<file path="src/rtl/uvs_pkg.sv">
`timescale 1ns / 1ps
`default_nettype none

package uvs_pkg;

  localparam int CORDIC_STEPS = 24;
  localparam int CORDIC_W     = 34;
  localparam int QUO_W        = 17;
  localparam int CFG_IDX_W    = 3;
  localparam int CFG_DATA_W   = 17;

  localparam logic signed [CORDIC_W-1:0] CORDIC_GAIN = 34'sd652032874;

  localparam logic [31:0] ATAN_TURNS [CORDIC_STEPS] = '{
    32'h20000000, 32'h12E4051E, 32'h09FB385B, 32'h051111D4, 32'h028B0D43, 32'h0145D7E1,
    32'h00A2F61E, 32'h00517C55, 32'h0028BE53, 32'h00145F2F, 32'h000A2F98, 32'h000517CC,
    32'h00028BE6, 32'h000145F3, 32'h0000A2FA, 32'h0000517D, 32'h000028BE, 32'h0000145F,
    32'h00000A30, 32'h00000518, 32'h0000028C, 32'h00000146, 32'h000000A3, 32'h00000051
  };

  typedef enum logic [CFG_IDX_W-1:0] {
    CFG_RADIUS    = 3'd0,
    CFG_WIDTH     = 3'd1,
    CFG_HEIGHT    = 3'd2,
    CFG_PHI_START = 3'd3,
    CFG_PHI_LEN   = 3'd4,
    CFG_THE_START = 3'd5,
    CFG_THE_LEN   = 3'd6
  } cfg_idx_e;

  typedef struct packed {
    logic        en;
    logic        vld;
  } pipe_ctl_t;

  typedef struct packed {
    logic [16:0] tex_u;
    logic [16:0] tex_v;
    logic [19:0] vindex;
    logic        quad;
  } vtx_meta_t;

endpackage

`default_nettype wire

</file>
<file path="src/rtl/uvs_div.sv">
`timescale 1ns / 1ps
`default_nettype none

// restoring divider, one quotient bit per stage
module uvs_div #(
  parameter int SegBits = 10,
  parameter int MetaW   = 1
) (
  input  wire                      clk_i,
  input  wire                      rst_ni,
  input  uvs_pkg::pipe_ctl_t       ctl_i,
  input  wire  [SegBits-1:0]       num_i,
  input  wire  [SegBits-1:0]       den_i,
  input  wire  [MetaW-1:0]         meta_i,
  output logic                     vld_o,
  output logic [uvs_pkg::QUO_W-1:0] quo_o,
  output logic [MetaW-1:0]         meta_o
);

  localparam int QB = uvs_pkg::QUO_W;
  localparam int DW = SegBits + 16;

  logic [SegBits-1:0] rem_q  [0:QB];
  logic [QB-1:0]      low_q  [0:QB];
  logic [QB-1:0]      quo_q  [0:QB];
  logic [MetaW-1:0]   meta_q [0:QB];
  logic               vld_q  [0:QB];

  logic [DW-1:0] dividend_w;
  assign dividend_w = {num_i, 16'd0} + DW'(den_i >> 1);

  always_ff @(posedge clk_i or negedge rst_ni) begin
    if (!rst_ni) begin
      vld_q[0] <= 1'b0;
    end else if (ctl_i.en) begin
      vld_q[0] <= ctl_i.vld;
    end
  end

  always_ff @(posedge clk_i) begin
    if (ctl_i.en) begin
      rem_q[0]  <= SegBits'(dividend_w >> QB);
      low_q[0]  <= dividend_w[QB-1:0];
      quo_q[0]  <= '0;
      meta_q[0] <= meta_i;
    end
  end

  for (genvar k = 0; k < QB; k++) begin : g_stage
    logic [SegBits:0] trial_w;
    logic             ge_w;
    assign trial_w = {rem_q[k], low_q[k][QB-1]};
    assign ge_w    = trial_w >= {1'b0, den_i};

    always_ff @(posedge clk_i or negedge rst_ni) begin
      if (!rst_ni) begin
        vld_q[k+1] <= 1'b0;
      end else if (ctl_i.en) begin
        vld_q[k+1] <= vld_q[k];
      end
    end

    always_ff @(posedge clk_i) begin
      if (ctl_i.en) begin
        rem_q[k+1]  <= ge_w ? SegBits'(trial_w - {1'b0, den_i}) : SegBits'(trial_w);
        low_q[k+1]  <= {low_q[k][QB-2:0], 1'b0};
        quo_q[k+1]  <= {quo_q[k][QB-2:0], ge_w};
        meta_q[k+1] <= meta_q[k];
      end
    end
  end

  assign vld_o  = vld_q[QB];
  assign quo_o  = quo_q[QB];
  assign meta_o = meta_q[QB];

endmodule

`default_nettype wire

</file>
<file path="config.mk">
export PLATFORM = sky130hd
export DESIGN_NAME = uvs_div
export DESIGN_NICKNAME = d
export VERILOG_FILES = /design/src/rtl/uvs_pkg.sv /design/src/rtl/uvs_div.sv
export SDC_FILE = /design/constraint.sdc
export NUM_CORES = 1
export LEC_CHECK = 0
export BUFFER_PORTS_ARGS = -buffer_cell sky130_fd_sc_hd__buf_2
export CAP_MARGIN = 20
export CORE_MARGIN = 8
export CORE_UTILIZATION = 30
export CTS_BUF_LIST = sky130_fd_sc_hd__clkbuf_8
export DETAILED_ROUTE_END_ITERATION = 8
export GPL_TIMING_DRIVEN = 0
export HOLD_SLACK_MARGIN = 0.05
export PLACE_DENSITY = 0.44
export REMOVE_ABC_BUFFERS = 1
export SLEW_MARGIN = 5
export SYNTH_ARGS = -nofsm -noshare
export SYNTH_HDL_FRONTEND = slang
export SYNTH_SLANG_ARGS = --single-unit
</file>
<file path="constraint.sdc">
create_clock -name clk_i -period 2.4 [get_ports clk_i]
set_input_delay 0.48 -clock clk_i [delete_from_list [all_inputs] [get_ports clk_i]]
set_output_delay 0.48 -clock clk_i [all_outputs]
set_load 0.005 [all_outputs]
</file>
==> impl_results.md <==
- Status: finished, final reports clean
- Most frequent cells in the layout: 458 x edfxtp_1, 150 x ha_1, 98 x nor2_1
- Reg clk slew, reported paths: 60 ps
- Worst setup path start: den_i[1]
- Clk_lat worst skew: 680 ps
- Fin area: 28100 um2
- Fin. Hold Viols: 0
- Mean area per synthesized cell: 13.9 um2
- Initial core utilization: 30.2%
- Worst r2r dst: rem_q[13][8]$_DFFE_PP_
- Synth Warn #: 0
- Worst slew margin: 51.5%
- Worst Path Arrival: 2800 ps
- CP Capture Point: rem_q[1][3]$_DFFE_PP_
- Peak supply drop: 0.412 mV
- Primary FF master, synth: edfxtp_1
- DRC Markers: 0
- Num ports: 44
- Die height: 295 um
- Port bufs: 43
- Fin crit share: 99.4%
- Pin count of the biggest net entering global routing: 118
- DRT iter0 DRCs: 707
- Area delta synth->final: 20.6%
- TritonCTS clock tree: built
- Fin. max-slew vios: 0
- Grt ovf: 0
- Die Wd: 295 um
- Max-cap viol count: 0
- Post-synthesis async set-or-reset flop share: 3.78%
- Critical path class: in -> reg
- Worst setup margin: 14.5 ps
- Register bit total from synthesis: 476
- GP Congestion: 0.759
- First-pass GRT wire length: 75800 um
- CP required: 2810 ps
- Cell leakage power: 0.0105 uW
- Antenna Violating Nets Remaining: 0
- Total CTS buffers: 88
- Netlist cell types: 58
- Peak Freq: 0.419 GHz
- Die area: 86800 um2
- RSZ-0062 raised after global routing: true
- Post-DP Area: 25000 um2
- Most common cell after layout, fill and taps aside: edfxtp_1
- NumNets Final: 2119
- Avg WL per Cell: 15.8 um
- Layout Utilization: 36.4%
- Detailed-router iteration count before antenna repair: 5
- Row cnt: 102
- Post-synth EDFFs: 458
- Root Buffer Master: clkbuf_8
- Global Route Usage Sum: 10.8%
- Post-route minimum period: 2390 ps
- Detailed-route via count: 14060
- Synth top area cells: edfxtp_1 59%, ha_1 9.1%, mux2_2 4.1%, xnor2_1 2.1%, a21oi_1 2.0%
- Initial antenna violation count: 1
- # setup viols final: 0
- Setup crit end kind: flop
- Tightest Hold Check Type: in -> async
- Drt total wl: 47500 um
- Share of the synthesized area in the top cell type: 59.1%
- Vias in the first global route: 14599
- Share of layout cells above drive strength 1: 22.8%
- Clock skew: 35.8 ps
- Top cell type by total area after synthesis: edfxtp_1
- Setup crit start kind: input port
- Sequential fraction of the synthesis area: 61.0%
- R2r setup slk: 20 ps
- CP max FO: 21
- R2r startpoint: low_q[12][16]$_DFFE_PP_
- Tightest Pin Transition: 721 ps
- Post-synthesis cell count: 1674
- Core area: 77200 um2
- Dpl ws: -2150 ps
- Worst r2r path cells: 10
- Dpl hpwl: 29300 um
- Synth Cell Area: 23300 um2
- Power density cells: 1240 nW/um2
- Clock tree buffer depth: 3
- Via-to-Cell Ratio: 4.67
- Number of H-tree levels: 3
- Clk sinks: 476
## sequential cells by signal, summed over array words and instances, names as in the netlist
signal,cells
rem_q,169
vld_q,17
quo_q,153
vld_o,1
meta_q,18
low_q,118
## per-layer routing
| metal | share of wire (%) | GRT usage [%] | wire, um | vias to the layer above |
|---|---|---|---|---|
| met5 | 0 | 0 | 0 | - |
| met3 | 4.1 | 2.44 | 1940 | 125 |
| met2 | 46 | 17.7 | 21800 | 231 |
| met4 | 3.9 | 4.50 | 1850 | 0 |
| met1 | 46 | 13.7 | 21900 | 6775 |
| li1 | - | - | - | 6929 |
## worst min-delay path by stage
| stage | cells after the start | from | slack, ps | end |
|---|---|---|---|---|
| after floorplan | 0 | rst_ni | 180 | vld_o$_DFFE_PN0P_ |
| after global placement | 0 | low_q[0][5]$_DFFE_PP_ | 400 | low_q[1][6]$_DFFE_PP_ |
| after detailed placement | 0 | low_q[9][15]$_DFFE_PP_ | 400 | low_q[10][16]$_DFFE_PP_ |
| after CTS | 2 | rst_ni | 200 | vld_o$_DFFE_PN0P_ |
| after global routing | 1 | ctl_i[1] | 240 | rem_q[0][6]$_DFFE_PP_ |
| final | 2 | rst_ni | 260 | vld_o$_DFFE_PN0P_ |
## cell type report
| class | instances | area, um2 |
|---|---|---|
| clock buffers | 88 | 1210 |
| flip-flops and latches | 476 | 14200 |
| multi-input cells | 1113 | 9310 |
| repair buffers | 157 | 1410 |
| fillers | 7360 | 49100 |
| well taps | 1040 | 1300 |
| inverters | 72 | 314 |
| diodes | 2 | 5.00 |
| clock inverters | 63 | 325 |
## power by group
part	switching, uW	total [uW]	internal (uW)
Combinational	7490	14600	7110
Sequential	983	13100	12100
Clock	3490	7030	3540
## synth_stat cells (5+ instances only)
cell type / n
o31ai_1: 9
o21ai_1: 48
o21bai_1: 9
buf_4: 11
and2_1: 5
a211o_1: 8
or3_1: 5
ha_1: 170
a211oi_1: 32
fa_1: 16
o2111ai_1: 7
a21boi_0: 8
o31a_1: 8
a31oi_1: 9
nor2_2: 6
nor2_1: 100
dfrtp_1: 18
edfxtp_1: 458
o41ai_1: 11
mux2_1: 15
mux2_2: 84
nand3_1: 16
xor2_1: 42
a21oi_1: 93
a21o_1: 48
inv_1: 67
o21ai_0: 66
nand4_1: 14
o21a_1: 31
nor2b_1: 15
mux2i_1: 9
nor3_1: 9
nand2b_1: 23
nand2_1: 93
xnor2_1: 55
o311ai_0: 7
## worst max-delay path, stage by stage
cell	delay [ps]
buf_2	130
inv_6	180
buf_12	260
ha_1	290
nor2b_1	150
o31a_1	280
nor2_1	160
o21ai_2	140
a41oi_4	280
mux2_2	380
## repair_timing
| item | in CTS | in global routing |
|---|---|---|
| pin swaps | 27 | 33 |
| buffers inserted | 49 | 29 |
| endpoints found under the setup margin | 152 | 103 |
| hold endpoints to repair | 39 | 0 |
| hold buffers | 22 | 0 |
| cloned | 1 | 0 |
| resized for setup | 72 | 66 |
## per-stage QoR
step	total power, uW	TNS, ps	hold slack [ps]	instances
after floorplan	22800	-136320	184	1660
after global placement	25700	-3480960	401	2743
after detailed placement	25800	-206500	405	2757
after CTS	34400	-0.0333	196	2980
after global routing	37300	-804	242	3011
final	34700	0	263	3011
## logic make-up (layout without fill, tap and decap cells)
logic type               count (synthesis)  after routing  synth area share [%]
buffers and inverters                   86            380                  1.57
adder cells (fa/ha/maj)                186            186                  10.5
other                                    0              2                     0
flip-flops                             476            476                  61.0
multiplexers                           112            112                  5.43
AO/OA/AOI/OAI                          421            422                  12.0
XOR/XNOR                                97             97                  3.65
AND/OR/NAND/NOR                        296            296                  5.79
Power figures use the tool's default switching activity.
